$ cat src/rtl/pcxrle_pkg.sv
// shared types, constants and the bit-to-pixel expansion for the pcx rle decoder
// no dependencies
`default_nettype none

package pcxrle_pkg;

  localparam int unsigned BplW    = 16;
  localparam int unsigned WidthW  = 17;
  localparam int unsigned HeightW = 17;
  localparam int unsigned CfgW    = 17;
  localparam int unsigned RunW    = 6;
  localparam int unsigned PixW    = 64;

  localparam logic [BplW-1:0]    BplReset    = 16'd80;
  localparam logic [WidthW-1:0]  WidthReset  = 17'd640;
  localparam logic [HeightW-1:0] HeightReset = 17'd480;

  localparam logic [1:0] RunTag = 2'b11;

  localparam int unsigned QueueDepthDef = 2;

  localparam logic [1:0] REG_BPL    = 2'd0;
  localparam logic [1:0] REG_WIDTH  = 2'd1;
  localparam logic [1:0] REG_HEIGHT = 2'd2;

  typedef struct packed {
    logic [7:0] code;
    logic       is_run_hdr;
  } cmd_t;

  typedef struct packed {
    logic [BplW-1:0]    bytes_per_line;
    logic [WidthW-1:0]  image_width;
    logic [HeightW-1:0] image_height;
  } cfg_t;

  typedef enum logic [1:0] {
    ST_IDLE = 2'b01,
    ST_EMIT = 2'b10
  } back_state_e;

  function automatic logic [PixW-1:0] expand_byte(input logic [7:0] b);
    logic [PixW-1:0] r;
    r = '0;
    for (int j = 0; j < 8; j++) begin
      r[j*8 +: 8] = {8{b[j]}};
    end
    return r;
  endfunction

endpackage

`default_nettype wire

$ cat src/rtl/pcxrle_in_if.sv
// input channel of the pcx rle decoder: one code byte per beat
// depends on nothing
`default_nettype none

interface pcxrle_in_if;
  logic       valid;
  logic       ready;
  logic [7:0] code_byte;

  modport source (output valid, output code_byte, input ready);
  modport sink (input valid, input code_byte, output ready);
endinterface

`default_nettype wire

$ cat src/rtl/pcxrle_out_if.sv
// output channel of the pcx rle decoder: one decoded byte per beat
// depends on nothing
`default_nettype none

interface pcxrle_out_if;
  logic        valid;
  logic        ready;
  logic [63:0] pixels;
  logic [3:0]  valid_pixels;
  logic [15:0] line_number;
  logic [15:0] byte_in_line;
  logic        line_end;
  logic        last;
  logic        overflow;

  modport source (output valid, output pixels, output valid_pixels, output line_number,
                  output byte_in_line, output line_end, output last, output overflow,
                  input ready);
  modport sink (input valid, input pixels, input valid_pixels, input line_number,
                input byte_in_line, input line_end, input last, input overflow,
                output ready);
endinterface

`default_nettype wire

$ cat src/rtl/pcx_rle_bitplane_decoder.sv
// top level of the pcx rle decoder for one-bit-per-pixel images
// depends on pcxrle_pkg, pcxrle_in_if, pcxrle_out_if, pcxrle_front, pcxrle_queue, pcxrle_back
`default_nettype none

// Decodes a PCX run-length coded 1bpp stream, one code byte per input beat, into one
// output beat per decoded byte (eight 0/255 pixels plus line position). The front
// takes a byte every cycle while the command queue (QueueDepth entries) has room.
// The back pulls at most one command per cycle while idle and emits one beat per
// cycle while the output is not stalled: a literal gives one beat, a run header
// none, a run value byte n beats for n copies (n <= 63, cut at line end), a byte
// after the last line one overflow beat. The back pops no new command while it is
// still emitting the beats of the last one. Config writes take effect on the next
// cycle and must only be made while the decoder is idle; index 3 is ignored.
module pcx_rle_bitplane_decoder #(
  parameter int unsigned QueueDepth = pcxrle_pkg::QueueDepthDef
) (
  input  wire logic                         clk_i,
  input  wire logic                         rst_ni,
  pcxrle_in_if.sink                         in_if,
  pcxrle_out_if.source                      out_if,
  input  wire logic                         cfg_we_i,
  input  wire logic [1:0]                   cfg_idx_i,
  input  wire logic [pcxrle_pkg::CfgW-1:0]  cfg_wdata_i
);

  pcxrle_pkg::cfg_t cfg_q, cfg_d;
  pcxrle_pkg::cmd_t push_cmd, head;
  logic             push, full, pop, nonempty;

  always_comb begin
    cfg_d = cfg_q;
    if (cfg_we_i) begin
      case (cfg_idx_i)
        pcxrle_pkg::REG_BPL:    cfg_d.bytes_per_line = cfg_wdata_i[pcxrle_pkg::BplW-1:0];
        pcxrle_pkg::REG_WIDTH:  cfg_d.image_width    = cfg_wdata_i;
        pcxrle_pkg::REG_HEIGHT: cfg_d.image_height   = cfg_wdata_i;
        default:                cfg_d                = cfg_q;
      endcase
    end
  end

  always_ff @(posedge clk_i or negedge rst_ni) begin
    if (!rst_ni) begin
      cfg_q.bytes_per_line <= pcxrle_pkg::BplReset;
      cfg_q.image_width    <= pcxrle_pkg::WidthReset;
      cfg_q.image_height   <= pcxrle_pkg::HeightReset;
    end else begin
      cfg_q <= cfg_d;
    end
  end

  pcxrle_front u_front (
    .clk_i      (clk_i),
    .rst_ni     (rst_ni),
    .in_if      (in_if),
    .push_cmd_o (push_cmd),
    .push_o     (push),
    .full_i     (full)
  );

  pcxrle_queue #(
    .Depth (QueueDepth)
  ) u_queue (
    .clk_i      (clk_i),
    .rst_ni     (rst_ni),
    .push_i     (push),
    .push_cmd_i (push_cmd),
    .full_o     (full),
    .pop_i      (pop),
    .head_o     (head),
    .nonempty_o (nonempty)
  );

  pcxrle_back u_back (
    .clk_i      (clk_i),
    .rst_ni     (rst_ni),
    .cfg_i      (cfg_q),
    .head_i     (head),
    .nonempty_i (nonempty),
    .pop_o      (pop),
    .out_if     (out_if)
  );

`ifndef SYNTHESIS
  a_pop_nonempty: assert property (@(posedge clk_i) disable iff (!rst_ni)
    pop |-> nonempty)
    else $error("queue popped while empty");

  a_push_not_full: assert property (@(posedge clk_i) disable iff (!rst_ni)
    push |-> !full)
    else $error("queue pushed while full");

  a_overflow_beat: assert property (@(posedge clk_i) disable iff (!rst_ni)
    (out_if.valid && out_if.overflow) |->
      (out_if.last && !out_if.line_end && out_if.pixels == '0 && out_if.valid_pixels == '0))
    else $error("overflow beat carries data");

  a_line_end_last: assert property (@(posedge clk_i) disable iff (!rst_ni)
    (out_if.valid && out_if.line_end) |-> (out_if.last && out_if.valid_pixels <= 4'd8))
    else $error("line end beat not marked last");
`endif

endmodule

`default_nettype wire

$ cat src/rtl/pcxrle_front.sv
// front stage: accepts code bytes, tags run headers, pushes commands to the queue
// depends on pcxrle_pkg and pcxrle_in_if
`default_nettype none

module pcxrle_front (
  input  wire logic             clk_i,
  input  wire logic             rst_ni,
  pcxrle_in_if.sink             in_if,
  output pcxrle_pkg::cmd_t      push_cmd_o,
  output logic                  push_o,
  input  wire logic             full_i
);

  logic             valid_q, valid_d;
  pcxrle_pkg::cmd_t cmd_q, cmd_d;
  logic             take;

  assign push_o      = valid_q && !full_i;
  assign in_if.ready = !valid_q || !full_i;
  assign take        = in_if.valid && in_if.ready;
  assign push_cmd_o  = cmd_q;

  always_comb begin
    valid_d = valid_q;
    cmd_d   = cmd_q;
    if (push_o) begin
      valid_d = 1'b0;
    end
    if (take) begin
      valid_d          = 1'b1;
      cmd_d.code       = in_if.code_byte;
      cmd_d.is_run_hdr = (in_if.code_byte[7:6] == pcxrle_pkg::RunTag);
    end
  end

  always_ff @(posedge clk_i or negedge rst_ni) begin
    if (!rst_ni) begin
      valid_q <= 1'b0;
    end else begin
      valid_q <= valid_d;
    end
  end

  always_ff @(posedge clk_i) begin
    cmd_q <= cmd_d;
  end

endmodule

`default_nettype wire

$ cat src/rtl/pcxrle_queue.sv
// small command queue between the front and back stages
// depends on pcxrle_pkg
`default_nettype none

module pcxrle_queue #(
  parameter int unsigned Depth = pcxrle_pkg::QueueDepthDef
) (
  input  wire logic             clk_i,
  input  wire logic             rst_ni,
  input  wire logic             push_i,
  input  pcxrle_pkg::cmd_t      push_cmd_i,
  output logic                  full_o,
  input  wire logic             pop_i,
  output pcxrle_pkg::cmd_t      head_o,
  output logic                  nonempty_o
);

  localparam int unsigned PtrW = (Depth > 1) ? $clog2(Depth) : 1;
  localparam int unsigned CntW = $clog2(Depth + 1);
  localparam logic [PtrW-1:0] LastPtr = PtrW'(Depth - 1);
  localparam logic [CntW-1:0] FullCnt = CntW'(Depth);

  pcxrle_pkg::cmd_t mem_q [Depth];
  logic [PtrW-1:0]  wr_q, wr_d, rd_q, rd_d;
  logic [CntW-1:0]  cnt_q, cnt_d;

  assign full_o     = (cnt_q == FullCnt);
  assign nonempty_o = (cnt_q != '0);
  assign head_o     = mem_q[rd_q];

  always_comb begin
    wr_d  = wr_q;
    rd_d  = rd_q;
    cnt_d = cnt_q;
    if (push_i) begin
      wr_d = (wr_q == LastPtr) ? '0 : wr_q + PtrW'(1);
    end
    if (pop_i) begin
      rd_d = (rd_q == LastPtr) ? '0 : rd_q + PtrW'(1);
    end
    if (push_i && !pop_i) begin
      cnt_d = cnt_q + CntW'(1);
    end else if (pop_i && !push_i) begin
      cnt_d = cnt_q - CntW'(1);
    end
  end

  always_ff @(posedge clk_i or negedge rst_ni) begin
    if (!rst_ni) begin
      wr_q  <= '0;
      rd_q  <= '0;
      cnt_q <= '0;
    end else begin
      wr_q  <= wr_d;
      rd_q  <= rd_d;
      cnt_q <= cnt_d;
    end
  end

  always_ff @(posedge clk_i) begin
    if (push_i) begin
      mem_q[wr_q] <= push_cmd_i;
    end
  end

endmodule

`default_nettype wire

$ cat src/rtl/pcxrle_back.sv
// back stage: run expansion, line tracking and the registered result beat
// depends on pcxrle_pkg and pcxrle_out_if
`default_nettype none

module pcxrle_back (
  input  wire logic             clk_i,
  input  wire logic             rst_ni,
  input  pcxrle_pkg::cfg_t      cfg_i,
  input  pcxrle_pkg::cmd_t      head_i,
  input  wire logic             nonempty_i,
  output logic                  pop_o,
  pcxrle_out_if.source          out_if
);

  localparam int unsigned RunW = pcxrle_pkg::RunW;
  localparam int unsigned BplW = pcxrle_pkg::BplW;
  localparam int unsigned LcW  = pcxrle_pkg::HeightW;
  localparam int unsigned PosW = BplW + 3;

  pcxrle_pkg::back_state_e st_q, st_d;
  logic            exp_q, exp_d;
  logic [RunW-1:0] run_q, run_d;
  logic [RunW-1:0] left_q, left_d;
  logic [7:0]      byte_q, byte_d;
  logic [BplW-1:0] lbc_q, lbc_d;
  logic [LcW-1:0]  lc_q, lc_d;

  logic        ov_q, ov_d;
  logic        o_valid_q, o_valid_d;
  logic [63:0] o_pix_q, o_pix_d;
  logic [3:0]  o_vp_q, o_vp_d;
  logic [15:0] o_ln_q, o_ln_d;
  logic [15:0] o_bil_q, o_bil_d;
  logic        o_end_q, o_end_d;
  logic        o_last_q, o_last_d;

  logic            slot_free, done, ends, em_last;
  logic [PosW-1:0] pos, width_x, diff;
  logic [3:0]      vp;

  assign slot_free = !o_valid_q || out_if.ready;
  assign done      = (lc_q >= cfg_i.image_height);

  assign pos     = {lbc_q, 3'b000};
  assign width_x = PosW'(cfg_i.image_width);
  assign diff    = width_x - pos;
  assign vp      = (width_x <= pos) ? 4'd0 : ((diff >= PosW'(8)) ? 4'd8 : diff[3:0]);
  assign ends    = ({1'b0, lbc_q} + 17'd1) >= {1'b0, cfg_i.bytes_per_line};
  assign em_last = ends || (left_q == RunW'(1));

  always_comb begin
    st_d      = st_q;
    exp_d     = exp_q;
    run_d     = run_q;
    left_d    = left_q;
    byte_d    = byte_q;
    lbc_d     = lbc_q;
    lc_d      = lc_q;
    pop_o     = 1'b0;
    o_valid_d = o_valid_q && !out_if.ready;
    o_pix_d   = o_pix_q;
    o_vp_d    = o_vp_q;
    o_ln_d    = o_ln_q;
    o_bil_d   = o_bil_q;
    o_end_d   = o_end_q;
    o_last_d  = o_last_q;
    ov_d      = ov_q;
    case (st_q)
      pcxrle_pkg::ST_IDLE: begin
        if (nonempty_i) begin
          if (done) begin
            if (slot_free) begin
              pop_o     = 1'b1;
              o_valid_d = 1'b1;
              o_pix_d   = '0;
              o_vp_d    = '0;
              o_ln_d    = '0;
              o_bil_d   = '0;
              o_end_d   = 1'b0;
              o_last_d  = 1'b1;
              ov_d      = 1'b1;
            end
          end else begin
            pop_o  = 1'b1;
            byte_d = head_i.code;
            if (exp_q) begin
              exp_d  = 1'b0;
              run_d  = '0;
              left_d = run_q;
              if (run_q != '0) begin
                st_d = pcxrle_pkg::ST_EMIT;
              end
            end else if (head_i.is_run_hdr) begin
              exp_d = 1'b1;
              run_d = head_i.code[RunW-1:0];
            end else begin
              left_d = RunW'(1);
              st_d   = pcxrle_pkg::ST_EMIT;
            end
          end
        end
      end
      pcxrle_pkg::ST_EMIT: begin
        if (slot_free) begin
          o_valid_d = 1'b1;
          o_pix_d   = pcxrle_pkg::expand_byte(byte_q);
          o_vp_d    = vp;
          o_ln_d    = lc_q[15:0];
          o_bil_d   = lbc_q;
          o_end_d   = ends;
          o_last_d  = em_last;
          ov_d      = 1'b0;
          left_d    = left_q - RunW'(1);
          if (ends) begin
            lbc_d = '0;
            lc_d  = lc_q + LcW'(1);
          end else begin
            lbc_d = lbc_q + BplW'(1);
          end
          if (em_last) begin
            st_d = pcxrle_pkg::ST_IDLE;
          end
        end
      end
      default: begin
        st_d = pcxrle_pkg::ST_IDLE;
      end
    endcase
  end

  always_ff @(posedge clk_i or negedge rst_ni) begin
    if (!rst_ni) begin
      st_q      <= pcxrle_pkg::ST_IDLE;
      exp_q     <= 1'b0;
      run_q     <= '0;
      lbc_q     <= '0;
      lc_q      <= '0;
      o_valid_q <= 1'b0;
    end else begin
      st_q      <= st_d;
      exp_q     <= exp_d;
      run_q     <= run_d;
      lbc_q     <= lbc_d;
      lc_q      <= lc_d;
      o_valid_q <= o_valid_d;
    end
  end

  always_ff @(posedge clk_i) begin
    left_q   <= left_d;
    byte_q   <= byte_d;
    o_pix_q  <= o_pix_d;
    o_vp_q   <= o_vp_d;
    o_ln_q   <= o_ln_d;
    o_bil_q  <= o_bil_d;
    o_end_q  <= o_end_d;
    o_last_q <= o_last_d;
    ov_q     <= ov_d;
  end

  assign out_if.valid        = o_valid_q;
  assign out_if.pixels       = o_pix_q;
  assign out_if.valid_pixels = o_vp_q;
  assign out_if.line_number  = o_ln_q;
  assign out_if.byte_in_line = o_bil_q;
  assign out_if.line_end     = o_end_q;
  assign out_if.last         = o_last_q;
  assign out_if.overflow     = ov_q;

endmodule

`default_nettype wire

$ cat src/flat_wrapper.sv
// flat-port wrapper written by rule: the top's interface ports become plain ports
module pcx_rle_bitplane_decoder_flat 
#(
  parameter int unsigned QueueDepth = pcxrle_pkg::QueueDepthDef
)
  (clk_i, rst_ni, cfg_we_i, cfg_idx_i, cfg_wdata_i, in_if_valid, in_if_code_byte, in_if_ready, out_if_valid, out_if_pixels, out_if_valid_pixels, out_if_line_number, out_if_byte_in_line, out_if_line_end, out_if_last, out_if_overflow, out_if_ready);
  pcxrle_in_if in_if_i ();
  pcxrle_out_if out_if_i ();
  input  wire logic clk_i;
  input  wire logic rst_ni;
  input  wire logic cfg_we_i;
  input  wire logic [1:0] cfg_idx_i;
  input  wire logic [pcxrle_pkg::CfgW-1:0] cfg_wdata_i;
  input wire logic [$bits(in_if_i.valid)-1:0] in_if_valid;
  input wire logic [$bits(in_if_i.code_byte)-1:0] in_if_code_byte;
  output wire logic [$bits(in_if_i.ready)-1:0] in_if_ready;
  output wire logic [$bits(out_if_i.valid)-1:0] out_if_valid;
  output wire logic [$bits(out_if_i.pixels)-1:0] out_if_pixels;
  output wire logic [$bits(out_if_i.valid_pixels)-1:0] out_if_valid_pixels;
  output wire logic [$bits(out_if_i.line_number)-1:0] out_if_line_number;
  output wire logic [$bits(out_if_i.byte_in_line)-1:0] out_if_byte_in_line;
  output wire logic [$bits(out_if_i.line_end)-1:0] out_if_line_end;
  output wire logic [$bits(out_if_i.last)-1:0] out_if_last;
  output wire logic [$bits(out_if_i.overflow)-1:0] out_if_overflow;
  input wire logic [$bits(out_if_i.ready)-1:0] out_if_ready;
  assign in_if_i.valid = in_if_valid;
  assign in_if_i.code_byte = in_if_code_byte;
  assign in_if_ready = in_if_i.ready;
  assign out_if_valid = out_if_i.valid;
  assign out_if_pixels = out_if_i.pixels;
  assign out_if_valid_pixels = out_if_i.valid_pixels;
  assign out_if_line_number = out_if_i.line_number;
  assign out_if_byte_in_line = out_if_i.byte_in_line;
  assign out_if_line_end = out_if_i.line_end;
  assign out_if_last = out_if_i.last;
  assign out_if_overflow = out_if_i.overflow;
  assign out_if_i.ready = out_if_ready;
  pcx_rle_bitplane_decoder #(.QueueDepth(QueueDepth)) u_core (.clk_i(clk_i), .rst_ni(rst_ni), .in_if(in_if_i), .out_if(out_if_i), .cfg_we_i(cfg_we_i), .cfg_idx_i(cfg_idx_i), .cfg_wdata_i(cfg_wdata_i));
endmodule
$ cat config.mk
export PLATFORM = sky130hd
export DESIGN_NAME = pcx_rle_bitplane_decoder_flat
export DESIGN_NICKNAME = d
export VERILOG_FILES = /design/src/rtl/pcxrle_pkg.sv /design/src/rtl/pcxrle_in_if.sv /design/src/rtl/pcxrle_out_if.sv /design/src/rtl/pcx_rle_bitplane_decoder.sv /design/src/rtl/pcxrle_front.sv /design/src/rtl/pcxrle_queue.sv /design/src/rtl/pcxrle_back.sv /design/src/flat_wrapper.sv
export SDC_FILE = /design/constraint.sdc
export NUM_CORES = 1
export LEC_CHECK = 0
export ABC_AREA = 1
export BUFFER_PORTS_ARGS = -buffer_cell sky130_fd_sc_hd__buf_2
export CAP_MARGIN = 30
export CELL_PAD_IN_SITES_DETAIL_PLACEMENT = 1
export CELL_PAD_IN_SITES_GLOBAL_PLACEMENT = 2
export CORE_AREA = 5 5 160 200
export DETAILED_ROUTE_END_ITERATION = 7
export DIE_AREA = 0 0 165 205
export PLACE_DENSITY_LB_ADDON = 0.2
export SLEW_MARGIN = 0
export SYNTH_ARGS = -nofsm -noshare
export SYNTH_HDL_FRONTEND = slang
export SYNTH_HIERARCHICAL = 1
export SYNTH_SLANG_ARGS = --single-unit
$ cat constraint.sdc
create_clock -name clk_i -period 3.4 [get_ports clk_i]
set_clock_uncertainty 0.1 [all_clocks]
set_input_delay 0.34 -clock clk_i [delete_from_list [all_inputs] [get_ports clk_i]]
set_output_delay 0.34 -clock clk_i [all_outputs]
set_load 0.02 [all_outputs]
After elaboration in Yosys (flattened, before gate mapping)
Memories as Yosys holds them, arrays and structs flattened.
Cells that the tools add are included.
{ "totals": {"mem_bits_ro": 0, "memories": 1, "word_cells": 150, "regBits": 224, "ram_bits": 18, "latchBits": 0, "in_bits": 32} }
{ "op_classes": {"bitwise_logic": 1, "n_shift": 0, "reduce_logical": 31, "add_sub_neg": 9, "div_mod_pow": 0, "mul": 0, "magnitude_cmp": 4, "eq_ne": 15, "n_mux": 65} }
{ "memory_table": {"columns": ["memory", "depth", "width", "rd", "rd_clocked_by_memory_dff", "write_ports", "line_no", "rtl"], "rows": [
  ["u_core.u_queue.mem_q", 2, 9, 1, 0, 1, "pcxrle_queue.sv:23", "pcxrle_pkg::cmd_t mem_q [Depth];"]
]} }
{ "ops": {"columns": ["operator", "count"], "rows": [
  ["$mux W64", 4],
  ["$pmux W64 S2", 1],
  ["$mux W16", 6],
  ["$pmux W16 S2", 2],
  ["$mux W6", 7],
  ["$mux W4", 6],
  ["$mux W1", 23],
  ["$ge A19 B4 Y1 const B", 1],
  ["$le A17 B19 Y1", 1],
  ["$sub A17 B19 Y19", 1],
  ["$mux W2", 9],
  ["$add A16 B1 Y17 const B", 1],
  ["$add A17 B1 Y17 const B", 1],
  ["$ge A17 B16 Y1", 1],
  ["$ge A17 B17 Y1", 1],
  ["$add A16 B1 Y16 const B", 1],
  ["$pmux W6 S2", 1],
  ["$ne A2 B2 Y1 const B", 5],
  ["$reduce_and A5 Y1", 2],
  ["$reduce_bool A2 Y1", 5],
  ["$eq A2 B2 Y1 const B", 4],
  ["$pmux W1 S2", 4],
  ["$pmux W4 S2", 1],
  ["$reduce_and A2 Y1", 4],
  ["18 further kinds", 33]
]} }

Logic depth before layout (Yosys ltp)
Gate-level depths: netlist of the first run.
{ "depth": {"depth_word": 9, "depth_mapped": 22, "ltp_nobuf": 21} }

Cells and area by module
The synthesis of the first run kept the hierarchy.
{ "by_module_without_submodules": {"columns": ["mod", "seq_area_each_um2", "n_inst", "cells_per_inst", "area_per_inst_um2"], "rows": [
  ["pcxrle_back", 2909.0, 1, 919, 7258.2],
  ["pcx_rle_bitplane_decoder", 1261.2, 1, 222, 2085.8],
  ["pcxrle_queue", 640.6, 1, 53, 893.4],
  ["pcxrle_front", 295.3, 1, 18, 326.6]
]} }

Worst setup path after synthesis of the first run
OpenSTA, ideal clock, no wires.
{ "synth_path": {"kind": "reg-to-reg", "startpoint": "register u_core.u_back.lbc_q[0]", "endpoint": "register u_core.u_back.lc_q[4]", "t_arrival_ps": 2824, "required_time_ps": 3183, "setup_slack_ps": 359, "path_stages_with_launch": 22, "synth_period_minus_slack_ps": 3041, "path_buffers": 1, "setup_time_ps": 117, "path_cell_list": "dfrtp_1 -> ha_1 -> nand2_2 -> nor2_1 -> nand2_1 -> nor2_1 -> nand3_1 -> nor3_2 -> nor3b_2 -> xor2_1 -> ha_1 -> a21oi_1 -> o211ai_1 -> inv_1 -> nand2_1 -> nor2_2 -> nand3_4 -> nand2_4 -> inv_2 -> buf_6 -> nand2_1 -> nand2_1"} }
{ "synth_between": {"elab_chain_cells": 3} }
{ "synth_rtl": {"columns": ["item", "line_no", "rtl"], "rows": [
  ["start, declared", "pcxrle_back.sv:25", "logic [BplW-1:0] lbc_q, lbc_d;"],
  ["start signal, assigned", "pcxrle_back.sv:143", "lbc_q <= lbc_d;"],
  ["$add A16 B1 Y17", "pcxrle_back.sv:48", "assign ends = ({1'b0, lbc_q} + 17'd1) >= {1'b0, cfg_i.bytes_per_line};"],
  ["$ge A17 B16 Y1", "pcxrle_back.sv:48", null],
  ["$reduce_and A3 Y1 (no source line)", null, null],
  ["end signal, assigned", "pcxrle_back.sv:144", "lc_q <= lc_d;"],
  ["end, declared", "pcxrle_back.sv:26", "logic [LcW-1:0] lc_q, lc_d;"]
]} }
No other way between the ends.
A chain may end at the register's enable or synchronous reset.

Worst setup path in the final report of the first run
{ "layout_path": {"startpoint": "register u_core.u_back.lbc_q[0]", "endpoint": "register u_core.u_back.lbc_q[9]"} }
{ "layout_between": {"elab_chain_cells": 3, "elab_cells_between_ends": 4} }
{ "layout_rtl": {"columns": ["item", "line_no", "rtl"], "rows": [
  ["$add A16 B1 Y17", "pcxrle_back.sv:48", null],
  ["$ge A17 B16 Y1", "pcxrle_back.sv:48", null],
  ["$mux W16 *", "pcxrle_back.sv:114", "if (ends) begin"]
]} }
Mark *: on every way between the ends. The rest lies on a longest branch, timed or not.

==> run_results.csv, run 1 <==
group,metric,value,unit
synthesis,avgSynthCellArea,8.72,um^2
finish,final_cell_mix,"347 x nand2_1, 173 x inv_1, 135 x buf_2",
power,powerDensity,865,nW/um^2
min_path,hold_path_class,"primary input to register",
grt,grt_max_degree,76,
synthesis,yosysWarnings,6,
synthesis,synthFlopType,"dfrtp_1",
setup_path,worst_ep_arrival_time,3530,ps
finish,syn_to_final_growth,16.0,%
finish,nets,1406,
drt,final_antenna_net_count,0,
finish,fillers,3617,
floorplanning,dieArea,33800,um^2
synthesis,ys_types,48,
synthesis,synthTopCellsByArea,"edfxtp_1 25%, dfrtp_1 21%, nand2_1 12%, ha_1 6.4%, inv_1 6.2%",
floorplanning,core-area,29800,um^2
timing,maxSlewHeadroom,44.3,%
floorplanning,std_cell_rows,71,
grt,antenna_found_initial,0,
setup_path,required,3680,ps
synthesis,syn_area,10600,um^2
grt,grt_usage,17.4,%
synthesis,ys_seq_area_share,48.3,%
timing,min_period_over_period,95.7,%
flow_run,cap_violations,0,
timing,finalSetupViolations,0,
timing,fin_ws,147,ps
clock_network,clock_sinks,186,
clock_network,cts-buffers-inserted,17,
placement,pre_cts_ws,51.2,ps
synthesis,netlist_instances,1212,
synthesis,ys_async_sr_fraction,52.7,%
timing,fin_crit,3250,ps
clock_network,cts_tree,"yes",
setup_path,cp-start-kind,"register",
clock_network,clk_pin_slew_worst_paths,90,ps
synthesis,synth_top_area_share,25.0,%
drt,dr.pass1.iters,4,
power,leakagePower,6.22,nW
drt,wl_per_cell,16.6,um
floorplanning,ioPinCount,137,
drt,routed_wirelength,28.8,mm
finish,drive_above_1_share,20.6,%
grt,grt_pass1_wl,45.6,mm
clock_network,clk_path_buf_depth,2,
drt,dr_total_vias,8125,
drt,first_iter_violations,345,
timing,fmax,307,MHz
timing,maxSlewViolCount,0,
drt,remaining_drc_errors,0,
timing,fin_hold_ws,63.4,ps
clock_network,ctsHtreeMaxLevel,4,
timing,tightest_slew,836,ps
grt,grt.overflow.total,0,
finish,layout_commonest_cell,"nand2_1",
finish,num_antenna_cells,0,
synthesis,synth.largest_area_cell,"edfxtp_1",
clock_network,root_buffer,"clkbuf_16",
placement,io_buffers,136,
floorplanning,fp.dieW,165,um
setup_path,critPathKind,"register to register",
floorplanning,die_h,205,um
setup_path,cp-end-kind,"register",
grt,grt_pass1_vias,8492,
setup_path,path_max_fanout,11,
placement,gp_congestion,0.805,
timing,finalHoldViolCount,0,
placement,dp_hpwl,22.0,mm
power,peakVddDrop,0.447,mV
synthesis,synth_edf_count,88,
synthesis,syn_nets,1299,
clock_network,insertion_delay,450,ps
floorplanning,initial_utilization,35.4,%
status,status,"finished clean",
drt,viasPerCell,4.69,
synthesis,ys_ff_latch,186,
[routing by layer]
metal / vias to the layer above / track usage (%) / part of all wire (%)
li1: 4100 / - / -
met1: 3883 / 20.6 / 41
met2: 102 / 31.2 / 54
met3: 40 / 2.46 / 2.0
met4: 0 / 7.10 / 3.3
met5: - / 0 / 0
[where the power goes]
part / switching (W) / internal (W) / leakage (nW) / total (W)
clock network: 0.00112 / 0.00106 / 0.311 / 0.00218
registers: 0.000442 / 0.00328 / 2.09 / 0.00372
logic: 0.00318 / 0.00153 / 3.82 / 0.00471
[metrics by stage]
stage          cells  power (W)  setup TNS, ps  area (um^2)  util [%]
2_1_floorplan   1212    0.00730              0        10600         -
3_3_place_gp    1678    0.00838              0        11300      37.8
3_5_place_dp    1678    0.00846              0        11300      37.8
4_1_cts         1720     0.0107              0        12000      40.3
5_1_grt         1733     0.0115          -1230        12300      41.1
6_report        1733     0.0106              0        12300      41.1
[layout make-up]
type / instances / area (um^2) / area share (%)
Inverter: 182 / 691 / 5.63
Multi-Input combinational cell: 756 / 4230 / 34.5
Clock buffer: 17 / 425 / 3.47
Sequential cell: 186 / 5110 / 41.7
Clock inverter: 15 / 224 / 1.83
Tap cell: 401 / 502 / 4.09
Timing Repair Buffer: 176 / 1080 / 8.85
[synth_stat cells (all sizes together), types with 11 or more instances]
cell type and count:
edfxtp 88, ha 54, a21oi 32, nor2 67, nand2 365, inv 181, dfrtp 89, xor2 21
xnor2 11, nand3 57, buf 78, nor3 12, o21ai 45, nand4 65
[worst max-delay path: stages, from the launching register on]
cell and delay, ps:
dfrtp_1 380, ha_2 200, nand2_2 70, nor2_2 110, nand2_2 80, nor2_4 100, nand3_2 90, nor3_4 220
nor3b_2 210, xor2_1 230, ha_1 300, a21oi_2 130, o211ai_1 100, inv_1 80, nand2_2 60, nor2_4 110
nand3_4 140, nor2_4 170, buf_12 160, nand2_2 50, o21ai_1 70
[path summary, 6_finish.rpt]
check | from | to | slack, ps | cells after the start
worst max register to register | u_core/u_back/lbc_q[0] | u_core/u_back/lbc_q[9] | 150 | 20
min in group asynchronous | rst_ni | u_core/u_front/valid_q | 240 | 2
max in group asynchronous | rst_ni | u_core/cfg_q[26] | 2160 | 3
worst min-delay path | cfg_wdata_i[8] | u_core/cfg_q[8] | 60 | 3
worst max-delay path | u_core/u_back/lbc_q[0] | u_core/u_back/lbc_q[9] | 150 | 20
worst min register to register | u_core/u_front/push_cmd_o[4] | u_core/u_queue/mem_q[1][4] | 350 | 0
[sequential cells by signal, indices dropped and copies added (netlist names), 8 cells and up]
register,cells
u_core/u_back/byte_q,8
u_core/u_back/out_if.pixels,8
u_core/u_back/lbc_q,16
u_core/u_front/push_cmd_o,9
u_core/cfg_q,50
u_core/u_queue/mem_q,18
u_core/u_back/out_if.byte_in_line,16
u_core/u_back/lc_q,17
u_core/u_back/out_if.line_number,16
[timing repair]
item | in CTS | in global routing
buffers inserted | 0 | 10
hold buffers | 10 | 0
gates resized for setup | 0 | 23
setup endpoints to repair | 0 | 36
hold endpoints to repair | 31 | 0
[cells by family (layout without fill, tap and decap cells)]
kind of cell | count (synthesis) | in the layout | share of synthesized area [%]
and+or+nand+nor | 575 | 575 | 24.2
buffers and inverters | 270 | 390 | 12.5
DFF | 186 | 186 | 48.3
AOI/OAI and AO/OA | 85 | 85 | 4.45
adders and majority gates | 55 | 55 | 6.59
xor gates and xnor gates | 32 | 32 | 2.65
muxes | 9 | 9 | 1.28
Power figures use the tool's default switching activity.
==> run 2, diff against run 1 <==
- CORE_AREA: 5 5 160 200 -> 5 5 158 197
- CTS_BUF_LIST: not set -> sky130_fd_sc_hd__clkbuf_4 sky130_fd_sc_hd__clkbuf_8
- DIE_AREA: 0 0 165 205 -> 0 0 163 202
- PLACE_DENSITY: not set -> 0.87
- PLACE_DENSITY_LB_ADDON: 0.2 -> not set
==> run 2 against run 1 <==
Via count grew 1.2%; maximum frequency is 2.2% lower; utilization up 0.55 points; clock-buffer cell count did not move; flip-flop and latch count stayed put; first-iteration DRC count shrank 2.9%; design area shrank 1.3%; total power is 5.3% lower; clock power shrank 26%; critical path type unchanged.
==> run_results.csv, run 2 (same netlist as run 1, synthesis figures left out) <==
group,metric,value,unit
power,fin_total_pwr,0.0100,W
placement,io_buffers,136,
floorplanning,die_h,202,um
finish,largest_register_ffs,50,
setup_path,critPathKind,"register to register",
timing,maxSlewViolCount,0,
finish,seq_area,5110,um^2
status,status,"finished clean",
min_path,hold_path_class,"primary input to register",
grt,antenna_found_initial,0,
timing,finalSetupTns,0,ps
floorplanning,core-area,29100,um^2
flow_run,cap_violations,0,
drt,dr_total_vias,8225,
setup_path,worst_ep_arrival_time,3620,ps
timing,rsz0062_at_grt,"yes",
finish,num_antenna_cells,0,
drt,remaining_drc_errors,0,
finish,final_cell_mix,"335 x nand2_1, 173 x inv_1, 135 x buf_2",
setup_path,crit_chain,"ha_2, nand2_2, nor2_2, nand2_1, nor2_2, nand3_2, nor3_4, nor3b_4, xor2_1, ha_1, nand2_1, inv_1, nand4_1, nor2_2, nor2_4, nand3_4, nor2_4, buf_12, nand2_1, o21ai_1",
clock_network,clock_sinks,186,
floorplanning,std_cell_rows,70,
floorplanning,initial_utilization,36.3,%
timing,fin_crit,3330,ps
finish,drive_above_1_share,21.2,%
clock_network,root_buffer,"clkbuf_8",
placement,gp_congestion,0.851,
timing,tightest_slew,850,ps
placement,dp_hpwl,21.3,mm
setup_path,cp-start-kind,"register",
timing,min_period_over_period,97.9,%
drt,viasPerCell,4.76,
grt,grt.overflow.total,0,
grt,grt_usage,17.0,%
grt,grt_pass1_wl,44.3,mm
grt,grt_pass1_vias,8587,
drt,first_iter_violations,335,
drt,final_antenna_net_count,0,
timing,finalHoldViolCount,0,
setup_path,crit_buf_inv,2,
setup_path,critical-path-top-delay-family,"simple AND/OR/NAND/NOR gates",
timing,maxSlewHeadroom,43.3,%
timing,fmax,301,MHz
power,leakagePower,6.15,nW
finish,syn_to_final_growth,14.6,%
clock_network,clk_path_buf_depth,2,
timing,fin_ws,72.3,ps
finish,top_regs,"u_core/cfg_q: 50 flops, u_core/u_queue/mem_q: 18 flops, u_core/u_back/lc_q: 17 flops",
floorplanning,fp.dieW,163,um
placement,pre_cts_ws,61.6,ps
setup_path,required,3700,ps
drt,dr.pass1.iters,4,
setup_path,cp-end-kind,"register",
finish,layout_commonest_cell,"nand2_1",
drt,wl_per_cell,16.2,um
power,powerDensity,830,nW/um^2
clock_network,ctsHtreeMaxLevel,4,
floorplanning,dieArea,32900,um^2
clock_network,insertion_delay,490,ps
clock_network,clk_pin_slew_worst_paths,110,ps
finish,nets,1405,
finish,fillers,3531,
floorplanning,ioPinCount,137,
placement,placed_cell_area,11300,um^2
power,peakVddDrop,0.269,mV
clock_network,cts-buffers-inserted,17,
finish,regMostFlops,"u_core/cfg_q",
finish,multiInputGateArea,4280,um^2
setup_path,path_max_fanout,13,
clock_network,cts_tree,"yes",
timing,finalSetupViolations,0,
setup_path,slowest_delay,390,ps
finish,final_area,12100,um^2
setup_path,crit_slowest_cell,"dfrtp_1",
grt,grt_max_degree,58,
drt,routed_wirelength,28.0,mm
timing,fin_hold_ws,42.5,ps
[run 2: changes by cell type in the layout (fill, tap and decap cells not counted), moves of 3 or more]
cell / previous run / this run
clkbuf_8: 0 / 17
dlygate4sd3_1: 10 / 14
o21ai_0: 30 / 27
buf_4: 25 / 19
inv_8: 1 / 4
nand2_1: 347 / 335
nand2_2: 17 / 27
clkbuf_16: 19 / 2
inv_12: 10 / 4
[run 2: worst reg2reg max path, cell delays in order (launching register included)]
cell and delay [ps]:
dfrtp_1 390, ha_2 200, nand2_2 70, nor2_2 80, nand2_1 90, nor2_2 150
nand3_2 110, nor3_4 230, nor3b_4 220, xor2_1 280, ha_1 320, nand2_1 110
inv_1 60, nand4_1 100, nor2_2 60, nor2_4 130, nand3_4 130, nor2_4 130
buf_12 160, nand2_1 60, o21ai_1 80
[run 2: final cells by class]
cell class / count / area share (%)
tap: 396 / 4.09
clock inverter: 15 / 1.76
inverter: 182 / 5.69
clock buffer: 17 / 1.93
timing repair buffer: 175 / 9.01
multi-input combinational: 756 / 35.3
sequential: 186 / 42.2
[run 2: what timing repair did]
item                                    in CTS  in global routing
hold buffers                                14                  0
gates resized for setup                      0                 40
hold endpoints to repair                    64                  0
setup buffers                                0                  7
endpoints found under the setup margin       0                 37
[run 2: through the flow]
stage / instances / util (%)
2_1_floorplan: 1212 / -
4_1_cts: 1717 / 40.8
5_1_grt: 1727 / 41.6
6_report: 1727 / 41.6
3_5_place_dp: 1671 / 38.7
3_3_place_gp: 1671 / 38.7
[run 2: layer usage]
layer,routed length (um),vias to the layer above,share of wire (%),global-route usage [%]
met1,11100,4009,40,18.5
li1,-,4076,-,-
met2,15400,100,55,32.1
met5,0,-,0,0
met4,953,0,3.4,6.95
met3,602,40,2.1,2.69
[run 2: final timing paths]
path                       cells past startpoint                    startpoint                          to  slack (ps)
setup / recovery                              20        u_core/u_back/lbc_q[1]      u_core/u_back/lbc_q[1]          70
hold / removal                                 3                cfg_wdata_i[5]             u_core/cfg_q[5]          40
setup reg to reg                              20        u_core/u_back/lbc_q[1]      u_core/u_back/lbc_q[1]          70
hold reg to reg                                0  u_core/u_front/push_cmd_o[5]  u_core/u_queue/mem_q[1][5]         370
max in group asynchronous                      3                        rst_ni            u_core/cfg_q[40]        2030
min in group asynchronous                      2                        rst_ni            u_core/cfg_q[33]         370
[run 2: power breakdown]
| group | switching [W] | internal, W | total, W |
|---|---|---|---|
| Combinational | 0.00319 | 0.00153 | 0.00471 |
| Clock | 0.00101 | 0.000603 | 0.00161 |
| Sequential | 0.000441 | 0.00327 | 0.00371 |
==> run 3, diff against run 2 <==
==> constraint.sdc (replaced) <==
create_clock -name clk_i -period 3.4 [get_ports clk_i]
set_clock_uncertainty 0.1 [all_clocks]
set_input_delay 0.51 -clock clk_i [delete_from_list [all_inputs] [get_ports clk_i]]
set_output_delay 0.51 -clock clk_i [all_outputs]
set_load 0.02 [all_outputs]
==> run 3 against run 2 <==
Register-to-register slack hardly changed; worst setup slack barely moved; design area is 1.8% lower; die area stayed put; via count is 1.2% lower; critical endpoint is now u_core/u_back/lc_q[15]; maximum frequency about the same.
==> run_results.csv, run 3 (same netlist as run 1, synthesis figures left out) <==
group,metric,value,unit
floorplanning,dieArea,32900,um^2
grt,antenna_found_initial,0,
timing,finalHoldViolCount,0,
grt,grt.overflow.total,0,
timing,finalSetupTns,0,ps
finish,final_area,11900,um^2
timing,fin_crit,3330,ps
drt,final_antenna_net_count,0,
floorplanning,std_cell_rows,70,
clock_network,root_buffer,"clkbuf_8",
finish,layout_commonest_cell,"nand2_1",
finish,nets,1388,
setup_path,required,3740,ps
timing,maxSlewHeadroom,44.2,%
drt,remaining_drc_errors,0,
floorplanning,ioPinCount,137,
finish,syn_to_final_growth,12.5,%
flow_run,cap_violations,0,
drt,dr.pass1.iters,6,
finish,num_antenna_cells,0,
timing,rsz0062_at_grt,"yes",
clock_network,cts_tree,"yes",
finish,drive_above_1_share,20.2,%
timing,finalSetupViolations,0,
grt,grt_pass1_vias,8453,
power,leakagePower,6.03,nW
floorplanning,die_h,202,um
drt,first_iter_violations,304,
clock_network,cts-buffers-inserted,17,
finish,regMostFlops,"u_core/cfg_q",
clock_network,insertion_delay,500,ps
drt,viasPerCell,4.75,
timing,maxSlewViolCount,0,
min_path,hold_path_class,"primary input to register",
placement,pre_cts_ws,115,ps
clock_network,clock_sinks,186,
drt,dr_total_vias,8129,
timing,tightest_slew,837,ps
clock_network,clk_path_buf_depth,2,
finish,top_regs,"u_core/cfg_q: 50 flops, u_core/u_queue/mem_q: 18 flops, u_core/u_back/lc_q: 17 flops",
placement,gp_congestion,0.840,
floorplanning,initial_utilization,36.3,%
floorplanning,fp.dieW,163,um
placement,dp_hpwl,21.2,mm
drt,routed_wirelength,27.7,mm
setup_path,worst_ep_arrival_time,3660,ps
clock_network,clk_pin_slew_worst_paths,120,ps
power,powerDensity,844,nW/um^2
placement,placed_cell_area,11300,um^2
floorplanning,core-area,29100,um^2
finish,largest_register_ffs,50,
power,peakVddDrop,0.284,mV
timing,fmax,301,MHz
finish,final_cell_mix,"343 x nand2_1, 173 x inv_1, 135 x buf_2",
placement,io_buffers,136,
grt,grt_usage,17.0,%
drt,wl_per_cell,16.2,um
setup_path,cp-start-kind,"register",
finish,final_util,40.9,%
timing,fin_ws,72.3,ps
timing,min_period_over_period,97.9,%
setup_path,cp-end-kind,"register",
clock_network,ctsHtreeMaxLevel,4,
setup_path,ff2ff_setup_slack,70,ps
setup_path,path_max_fanout,11,
status,status,"finished clean",
setup_path,critPathKind,"register to register",
power,fin_total_pwr,0.0100,W
grt,grt_max_degree,55,
grt,grt_pass1_wl,44.3,mm
[run 3: cell count changes in the layout (fill, tap and decap cells not counted), moves of 2 or more]
cell           change
nand2_4            -2
inv_12             +3
buf_4              -2
o21ai_1            +2
nand2_1            +8
buf_6              -2
nand2_2            -6
dlygate4sd3_1     -13
o21ai_2            -3
[run 3: what timing repair did]
item	in CTS	in global routing
hold buffers	1	0
endpoints found under the hold margin	46	0
setup endpoints to repair	0	37
setup buffers	0	4
resized for setup	0	22
[run 3: through the flow]
stage,hold slack [ps],instances
2_1_floorplan,114,1212
3_3_place_gp,323,1671
3_5_place_dp,331,1671
4_1_cts,36.3,1704
5_1_grt,17.6,1710
6_report,72.9,1710
[run 3: worst paths after layout]
path	start	cells past startpoint	end
max	u_core/u_back/lbc_q[0]	20	u_core/u_back/lc_q[15]
min	in_if_code_byte[5]	1	u_core/u_front/push_cmd_o[6]
max reg2reg	u_core/u_back/lbc_q[0]	20	u_core/u_back/lc_q[15]
min reg2reg	u_core/u_front/push_cmd_o[8]	0	u_core/u_queue/mem_q[1][8]
max in group asynchronous	rst_ni	3	u_core/u_back/st_q[0]
min in group asynchronous	rst_ni	2	u_core/cfg_q[27]
[run 3: routing by layer]
metal	GRT usage [%]	part of all wire (%)	vias up
met5	0	0	-
met4	7.19	3.5	0
met3	2.88	2.3	46
met2	31.1	54	109
met1	19.3	41	3935
li1	-	-	4039
[run 3: report_power, final]
part | leakage (nW) | switching [W] | internal [W]
sequential | 2.09 | 0.000440 | 0.00327
combinational | 3.71 | 0.00316 | 0.00150
clock | 0.226 | 0.00104 | 0.000619
[run 3: area by class of cell]
class	count	area (um^2)
Multi-Input combinational cell	756	4210
Sequential cell	186	5110
Fill cell	3503	17200
Inverter	182	688
Clock inverter	15	225
Tap cell	396	495
Clock buffer	17	234
Timing Repair Buffer	158	923
[run 3: critical path, stage by stage (launching register included)]
cell and delay (ps):
dfrtp_1 400, ha_2 210, nand2_2 70, nor2_2 100, nand2_2 70, nor2_2 120
nand3_1 90, nor3_2 240, nor3b_2 220, xor2_1 260, ha_1 320, a21oi_2 130
o211ai_1 90, inv_1 80, nand2_2 60, nor2_4 120, nand3_4 140, nand2_8 150
clkbuf_16 170, nand2_1 50, o21ai_1 70
